### config.mk
export PLATFORM = sky130hd
export DESIGN_NAME = udp_ipv4_frame_builder_top
export DESIGN_NICKNAME = d
export VERILOG_FILES = /design/src/sv/uifb_pkg.sv /design/src/sv/uifb_hdr_mux.sv /design/src/sv/udp_ipv4_frame_builder_top.sv
export SDC_FILE = /design/constraint.sdc
export NUM_CORES = 1
export LEC_CHECK = 0
export BUFFER_PORTS_ARGS = -buffer_cell sky130_fd_sc_hd__buf_2
export CAP_MARGIN = 0
export CORE_ASPECT_RATIO = 0.75
export CORE_MARGIN = 1
export CORE_UTILIZATION = 40
export CTS_CLUSTER_DIAMETER = 120
export DETAILED_ROUTE_END_ITERATION = 7
export GPL_ROUTABILITY_DRIVEN = 0
export PLACE_DENSITY_LB_ADDON = 0.3
export SETUP_SLACK_MARGIN = 0.1
export SLEW_MARGIN = 20
export SYNTH_ARGS = -nofsm -noshare
export SYNTH_HDL_FRONTEND = slang
export SYNTH_SLANG_ARGS = --single-unit
### constraint.sdc
create_clock -name clk -period 13.9 [get_ports clk]
set_input_delay 0.695 -clock clk [delete_from_list [all_inputs] [get_ports clk]]
set_output_delay 0.695 -clock clk [all_outputs]
set_load 0.005 [all_outputs]
### src/sv/uifb_pkg.sv
`default_nettype none

package uifb_pkg;

  // Frame layout
  localparam int HDR_BYTES     = 42;
  localparam int HDR_IDX_W     = $clog2(HDR_BYTES);
  localparam int LEN_W         = 13;
  localparam int CFG_IDX_W     = 3;
  localparam int CFG_DATA_W    = 48;
  localparam int MAX_PAYLOAD_DEFAULT = 8000;

  // Fixed header lengths added to the payload length
  localparam logic [15:0] IP_UDP_HDR_BYTES = 16'd28;
  localparam logic [15:0] UDP_HDR_BYTES    = 16'd8;

  // Fixed header words
  localparam logic [15:0] ETH_TYPE_IPV4 = 16'h0800;
  localparam logic [7:0]  IP_VER_IHL    = 8'h45;
  localparam logic [7:0]  IP_DSCP       = 8'h00;
  localparam logic [15:0] IP_ID         = 16'hABCD;
  localparam logic [15:0] IP_FLAGS_DF   = 16'h4000;
  localparam logic [7:0]  IP_TTL        = 8'h40;
  localparam logic [7:0]  IP_PROTO_UDP  = 8'h11;
  localparam logic [15:0] UDP_CSUM_NONE = 16'h0000;

  // Sum of the constant IPv4 header words, as the checksum sees them
  localparam logic [19:0] CSUM_CONST_SUM = 20'({IP_VER_IHL, IP_DSCP}) + 20'(IP_ID)
                                         + 20'(IP_FLAGS_DF) + 20'({IP_TTL, IP_PROTO_UDP});

  // Configuration register indexes
  localparam logic [CFG_IDX_W-1:0] REG_SOURCE_MAC  = 3'd0;
  localparam logic [CFG_IDX_W-1:0] REG_DEST_MAC    = 3'd1;
  localparam logic [CFG_IDX_W-1:0] REG_SOURCE_IP   = 3'd2;
  localparam logic [CFG_IDX_W-1:0] REG_DEST_IP     = 3'd3;
  localparam logic [CFG_IDX_W-1:0] REG_SOURCE_PORT = 3'd4;
  localparam logic [CFG_IDX_W-1:0] REG_DEST_PORT   = 3'd5;

  // Input operations
  localparam logic OP_START   = 1'b0;
  localparam logic OP_PAYLOAD = 1'b1;

  typedef struct packed {
    logic             op;
    logic [LEN_W-1:0] payload_length;
    logic [7:0]       payload_byte;
  } in_item_t;

  typedef struct packed {
    logic [7:0] frame_byte;
    logic       run_end;
    logic       frame_end;
  } out_item_t;

  // Everything the header byte select needs
  typedef struct packed {
    logic [47:0] dest_mac;
    logic [47:0] source_mac;
    logic [31:0] source_ip;
    logic [31:0] dest_ip;
    logic [15:0] source_port;
    logic [15:0] dest_port;
    logic [15:0] ip_len;
    logic [15:0] ip_csum;
    logic [15:0] udp_len;
  } hdr_t;

endpackage

`default_nettype wire

### src/sv/uifb_hdr_mux.sv
`default_nettype none

module uifb_hdr_mux (
  input  uifb_pkg::hdr_t                     hdr,
  input  logic [uifb_pkg::HDR_IDX_W-1:0]     idx,
  output logic [7:0]                         frame_byte
);
  import uifb_pkg::*;

  logic [HDR_BYTES-1:0][7:0] hdr_bytes;
  logic [HDR_IDX_W-1:0]      rev;

  // Header in wire order, first byte in the top lane.
  assign hdr_bytes = {hdr.dest_mac, hdr.source_mac, ETH_TYPE_IPV4,
                      IP_VER_IHL, IP_DSCP, hdr.ip_len, IP_ID, IP_FLAGS_DF,
                      IP_TTL, IP_PROTO_UDP, hdr.ip_csum, hdr.source_ip, hdr.dest_ip,
                      hdr.source_port, hdr.dest_port, hdr.udp_len, UDP_CSUM_NONE};

  // Byte offset counts from the top lane down.
  assign rev        = HDR_IDX_W'(HDR_BYTES - 1) - idx;
  assign frame_byte = hdr_bytes[rev];

endmodule

`default_nettype wire

### src/sv/udp_ipv4_frame_builder_top.sv
`default_nettype none
// Ethernet/IPv4/UDP transmit frame builder, one frame byte per output beat.
// Input channel (in_valid/in_ready/in_item): a start beat carries the payload
// length and makes the 42 header bytes; each payload beat carries one byte that
// is passed through. The last byte of a frame carries frame_end, and the last
// byte caused by an input beat carries run_end. Payload beats with no frame
// open are consumed and dropped. Lengths above MAX_PAYLOAD are clipped.
// Addresses and ports are set through the write port (cfg_wr_en, cfg_addr,
// cfg_data); the user must write them only while the block is idle, which the
// block does not enforce. Unknown indexes are ignored. An accepted input beat
// waits in the input register before its first output byte is loaded into the
// output register. Payload beats flow at one per cycle while the receiver keeps
// up and no header burst runs; a start beat holds the output for all 42 header
// bytes, walked by the header counter one byte per cycle as the receiver takes
// them, while the beat behind it waits in the input register. Reset clears the
// configuration and frame state to zero, closes any open frame and empties both
// the input and output registers. When the receiver stalls, the output byte holds,
// the header counter stops, and in_ready drops once the input register is full.
module udp_ipv4_frame_builder_top #(
  parameter int MAX_PAYLOAD = uifb_pkg::MAX_PAYLOAD_DEFAULT
) (
  input  logic                                 clk,
  input  logic                                 rst,
  input  logic                                 cfg_wr_en,
  input  logic [uifb_pkg::CFG_IDX_W-1:0]       cfg_addr,
  input  logic [uifb_pkg::CFG_DATA_W-1:0]      cfg_data,
  input  logic                                 in_valid,
  output logic                                 in_ready,
  input  uifb_pkg::in_item_t                   in_item,
  output logic                                 out_valid,
  input  logic                                 out_ready,
  output uifb_pkg::out_item_t                  out_item
);
  import uifb_pkg::*;

  // Configuration registers
  logic [47:0] source_mac;
  logic [47:0] dest_mac;
  logic [31:0] source_ip;
  logic [31:0] dest_ip;
  logic [15:0] source_port;
  logic [15:0] dest_port;
  logic [19:0] cfg_sum;

  // Input register
  logic             a_valid;
  logic             a_op;
  logic [LEN_W-1:0] a_len;
  logic [7:0]       a_byte;
  logic [LEN_W-1:0] len_sat;

  // Frame state and header burst
  logic                 frame_open;
  logic [LEN_W-1:0]     bytes_left;
  logic [LEN_W-1:0]     bytes_left_next;
  logic                 hdr_active;
  logic [HDR_IDX_W-1:0] hdr_idx;
  logic [HDR_IDX_W-1:0] mux_idx;
  logic [15:0]          ip_len;
  logic [15:0]          udp_len;
  logic [15:0]          ip_csum;
  logic                 zero_len;
  hdr_t                 hdr;
  logic [7:0]           hdr_byte;

  // Header fields computed from the input register
  logic [15:0] ip_len_next;
  logic [15:0] udp_len_next;
  logic [19:0] csum_sum;
  logic [16:0] csum_fold1;
  logic [16:0] csum_fold2;

  logic adv;
  logic drop;
  logic a_take;
  logic hdr_last;

  // Configuration writes.
  always_ff @(posedge clk) begin
    if (rst) begin
      source_mac  <= '0;
      dest_mac    <= '0;
      source_ip   <= '0;
      dest_ip     <= '0;
      source_port <= '0;
      dest_port   <= '0;
    end else if (cfg_wr_en) begin
      case (cfg_addr)
        REG_SOURCE_MAC:  source_mac  <= cfg_data[47:0];
        REG_DEST_MAC:    dest_mac    <= cfg_data[47:0];
        REG_SOURCE_IP:   source_ip   <= cfg_data[31:0];
        REG_DEST_IP:     dest_ip     <= cfg_data[31:0];
        REG_SOURCE_PORT: source_port <= cfg_data[15:0];
        REG_DEST_PORT:   dest_port   <= cfg_data[15:0];
        default: ;
      endcase
    end
  end

  // The part of the checksum that does not depend on the length is kept ready;
  // the user must change addresses only while the block is idle; it is not checked.
  always_ff @(posedge clk) begin
    if (rst) begin
      cfg_sum <= CSUM_CONST_SUM;
    end else begin
      cfg_sum <= CSUM_CONST_SUM + 20'(source_ip[31:16]) + 20'(source_ip[15:0])
               + 20'(dest_ip[31:16]) + 20'(dest_ip[15:0]);
    end
  end

  // Clip the requested length on the way in.
  always_comb begin
    if ({4'b0, in_item.payload_length} > 17'(MAX_PAYLOAD)) begin
      len_sat = LEN_W'(MAX_PAYLOAD);
    end else begin
      len_sat = in_item.payload_length;
    end
  end

  // Header words and the IPv4 checksum with end-around carry folding.
  always_comb begin
    ip_len_next  = IP_UDP_HDR_BYTES + 16'(a_len);
    udp_len_next = UDP_HDR_BYTES + 16'(a_len);
    csum_sum     = cfg_sum + 20'(ip_len_next);
    csum_fold1   = 17'(csum_sum[15:0]) + 17'(csum_sum[19:16]);
    csum_fold2   = 17'(csum_fold1[15:0]) + 17'(csum_fold1[16]);
  end

  // Handshake: the header burst owns the output; a payload beat with no
  // open frame is taken without waiting for the output side.
  always_comb begin
    adv      = !out_valid || out_ready;
    drop     = a_valid && (a_op == OP_PAYLOAD) && !frame_open;
    a_take   = a_valid && !hdr_active && (drop || adv);
    in_ready = !a_valid || a_take;
    hdr_last = (hdr_idx == HDR_IDX_W'(HDR_BYTES - 1));
    mux_idx  = hdr_active ? hdr_idx : '0;
    bytes_left_next = bytes_left - LEN_W'(1);
  end

  // Input register.
  always_ff @(posedge clk) begin
    if (rst) begin
      a_valid <= 1'b0;
    end else if (in_ready) begin
      a_valid <= in_valid;
    end
  end

  always_ff @(posedge clk) begin
    if (in_ready && in_valid) begin
      a_op   <= in_item.op;
      a_len  <= len_sat;
      a_byte <= in_item.payload_byte;
    end
  end

  // Header byte select.
  always_comb begin
    hdr.dest_mac    = dest_mac;
    hdr.source_mac  = source_mac;
    hdr.source_ip   = source_ip;
    hdr.dest_ip     = dest_ip;
    hdr.source_port = source_port;
    hdr.dest_port   = dest_port;
    hdr.ip_len      = ip_len;
    hdr.ip_csum     = ip_csum;
    hdr.udp_len     = udp_len;
  end

  uifb_hdr_mux u_hdr_mux (
    .hdr        (hdr),
    .idx        (mux_idx),
    .frame_byte (hdr_byte)
  );

  // Frame state, header counter and output register.
  always_ff @(posedge clk) begin
    if (rst) begin
      frame_open <= 1'b0;
      bytes_left <= '0;
      hdr_active <= 1'b0;
      hdr_idx    <= '0;
      out_valid  <= 1'b0;
    end else if (hdr_active) begin
      if (adv) begin
        out_valid          <= 1'b1;
        out_item.frame_byte <= hdr_byte;
        out_item.run_end   <= hdr_last;
        out_item.frame_end <= hdr_last && zero_len;
        hdr_idx            <= hdr_idx + HDR_IDX_W'(1);
        if (hdr_last) begin
          hdr_active <= 1'b0;
        end
      end
    end else if (a_take && !drop) begin
      out_valid <= 1'b1;
      if (a_op == OP_START) begin
        // The first header byte leaves right away; the rest follow.
        out_item.frame_byte <= hdr_byte;
        out_item.run_end    <= 1'b0;
        out_item.frame_end  <= 1'b0;
        hdr_active <= 1'b1;
        hdr_idx    <= HDR_IDX_W'(1);
        ip_len     <= ip_len_next;
        udp_len    <= udp_len_next;
        ip_csum    <= ~csum_fold2[15:0];
        zero_len   <= (a_len == '0);
        bytes_left <= a_len;
        frame_open <= (a_len != '0);
      end else begin
        out_item.frame_byte <= a_byte;
        out_item.run_end    <= 1'b1;
        out_item.frame_end  <= (bytes_left_next == '0);
        bytes_left <= bytes_left_next;
        frame_open <= (bytes_left_next != '0);
      end
    end else if (adv) begin
      out_valid <= 1'b0;
    end
  end

endmodule

`default_nettype wire
==> metrics.yaml <==
clock_tree:
  h-tree-depth: 2
  cts_tree: "yes"
  clkTransAtPathRegs_ns: 0.06
  clk_latency_ns: 0.54
  cts-root-buf: "clkbuf_16"
  cts_num_sinks: 309
  cts_resized: 0
  cts_buffers: 34
  postCtsHoldBufs: 0
  cts_setup_buffers: 0
  cts_max_path_buffers: 3
route:
  num_vias: 14700
  ant_nets: 0
  drtPass1Iterations: 5
  drc: 0
  via_per_inst: 5.79
  wl_um: 53300
  wl_per_cell_um: 21.1
  drtIter0Drc: 1780
sta:
  final_hold_viol_count: 0
  min_period_ns: 7.04
  timing.setup.tns_ns: 0
  slew_violations: 0
  fin_worst_skew_ns: 0.0242
  tightestPinTransition_ns: 1.10
  rsz0062_at_grt: "no"
  period_share_pct: 50.6
  setup_viol: 0
  slew_headroom_pct: 26.9
  fmax_ghz: 0.142
cells_and_area:
  utilization_pct: 45.7
  multi_input_area_um2: 8730
  drive_gt1_share_pct: 9.51
  n_fill_cell: 3814
  seq_area_um2: 6940
  area.growth.synth_to_final_pct: 11.7
  fin_area_um2: 18200
  nNetsFinal: 2162
logic_synthesis:
  synth-edff-count: 75
  syn_area_per_cell_um2: 8.32
  yosysSeqAreaShare_pct: 42.5
  synth_warnings: 0
  ys_ff_latch: 309
  synth_fp_nets: 2140
  synth_cell_types: 78
  netlist_instances: 1963
  synthArstFlopShare_pct: 0
  synth_flop_cell: "dfxtp_1"
  netlist_area_um2: 16300
grt:
  overflow: 0
  grt_start_max_net_pins: 86
  grt_pass1_vias: 13700
  antenna_found_initial: 3
  grt_pass1_wl_um: 81900
  grt.total_usage_pct: 25.5
setup_path:
  slowest_stage: "a21boi_0"
  critical_path_required_ns: 14.18
  crit_family: "simple AND/OR/NAND/NOR gates"
  critical_path_buf_inv_count: 2
  path_class: "register to register"
  path_max_fanout: 6
  crit_arrival_ns: 7.32
  start_kind: "register"
  cpPeakStageDelay_ns: 0.51
  cp-end-kind: "register"
min_path:
  hold_path.class: "input port to register"
floorplan:
  die_y_um: 177
  die-width_um: 235
  num_rows: 63
  io_pins: 90
  initial_utilization_pct: 41.0
  dieArea_um2: 41700
  design.core.area_um2: 39900
placed_design:
  dp_hpwl_um: 37300
  placed_cell_area_um2: 17200
  portBuffers: 89
pwr:
  peakVddDrop_mv: 0.0673
  report.power.total_mw: 2.21
  power_per_cell_area_nw_per_um2: 121
  cellLeakagePower_nw: 6.73
job:
  max_cap_viol_count: 0
status:
  status: "finished clean"
## cell families (layout without fill, tap and decap cells)
family | count (synthesis) | count (layout) | share of synthesized area [%]
buffers and inverters | 194 | 240 | 4.46
DFF | 309 | 309 | 42.5
other | 0 | 3 | 0
and+or+nand+nor | 771 | 771 | 19.7
muxes | 31 | 31 | 1.90
adders and majority gates | 99 | 99 | 9.14
xor gates and xnor gates | 77 | 77 | 4.27
AOI/OAI and AO/OA | 482 | 482 | 18.1
## power by group
part / internal [mW] / switching [mW]
Sequential: 0.963 / 0.0267
Combinational: 0.135 / 0.237
Clock: 0.466 / 0.386
## layout make-up
class / count / area share (%)
multi-input combinational: 1460 / 47.8
clock buffer: 44 / 4.98
tap: 520 / 3.57
inverter: 70 / 1.44
clock inverter: 16 / 0.562
timing repair buffer: 110 / 3.56
antenna: 3 / 0.0411
sequential: 309 / 38.0
## state kept, by name, summed over array words and instances, names as in the netlist, 10 cells and up
signal and flops:
ip_len 12, cfg_sum 19, out_item 10, source_port 16
dest_ip 32, dest_mac 48, bytes_left 13, udp_len 14
source_ip 32, a_len 13, dest_port 16, ip_csum 16
source_mac 48
## routing by layer
metal,track usage [%],vias up,part of all wire (%)
li1,-,6811,-
met1,37.3,7050,45
met2,36.9,694,42
met3,5.18,107,9.9
met4,9.34,0,3.3
met5,0,-,0
## Yosys cell counts, drive strengths merged (4+ instances only)
master	count	area [um2]
fa	34	681
dfxtp	234	4680
nor2b	16	100
o211ai	6	45.0
nand2	536	2010
o311ai	4	35.0
ha	65	813
and3	14	87.6
o21a	4	30.0
a22oi	7	52.6
nand3	33	165
nand4	7	43.8
edfxtp	75	2250
o21ai	58	294
nor2	84	315
a31oi	18	113
a311oi	12	111
buf	8	31.3
nand2b	12	75.1
mux2i	31	310
a21o	13	97.6
xor2	35	314
nor4	9	56.3
a221oi	27	243
a21oi	258	1290
and2	10	62.6
nor3	27	135
o221ai	9	78.8
or3	4	25.0
or2	7	43.8
a211oi	9	72.6
o2111ai	6	52.6
nand3b	4	30.0
a22o	4	35.0
a32oi	5	43.8
clkbuf	116	435
xnor2	42	383
inv	69	259
o22ai	15	93.8
## path summary, 6_finish.rpt
| kind | startpoint | end | slack [ns] | depth (start not counted) |
|---|---|---|---|---|
| setup / recovery | a_len[3] | ip_csum[15] | 6.86 | 30 |
| hold / removal | in_item[0] | a_byte[0] | 0.34 | 1 |
| setup reg to reg | a_len[3] | ip_csum[15] | 6.86 | 30 |
| hold reg to reg | dest_mac[6] | dest_mac[6] | 0.45 | 2 |
## per-stage QoR
stage | std cells | setup WS [ns] | hold slack (ns)
6_report | 2532 | 6.86 | 0.339
3_3_place_gp | 2467 | 7.29 | 0.439
3_5_place_dp | 2469 | 6.99 | 0.446
2_1_floorplan | 1963 | 7.95 | 0.431
5_1_grt | 2532 | 6.32 | 0.330
4_1_cts | 2529 | 6.99 | 0.322
## cells in the final DEF, fill, tap and decap left out, types with 24 or more instances in the layout
| cell | count |
|---|---|
| nor2_1 | 80 |
| nand3_1 | 33 |
| edfxtp_1 | 75 |
| clkbuf_16 | 34 |
| a21oi_1 | 258 |
| inv_1 | 68 |
| a221oi_1 | 26 |
| fa_1 | 34 |
| o21ai_0 | 53 |
| mux2i_1 | 31 |
| xor2_1 | 34 |
| ha_1 | 65 |
| nand2_1 | 535 |
| dfxtp_1 | 234 |
| nor3_1 | 24 |
| buf_2 | 88 |
| xnor2_1 | 39 |
No activity file was read; power rests on OpenSTA's default activity.
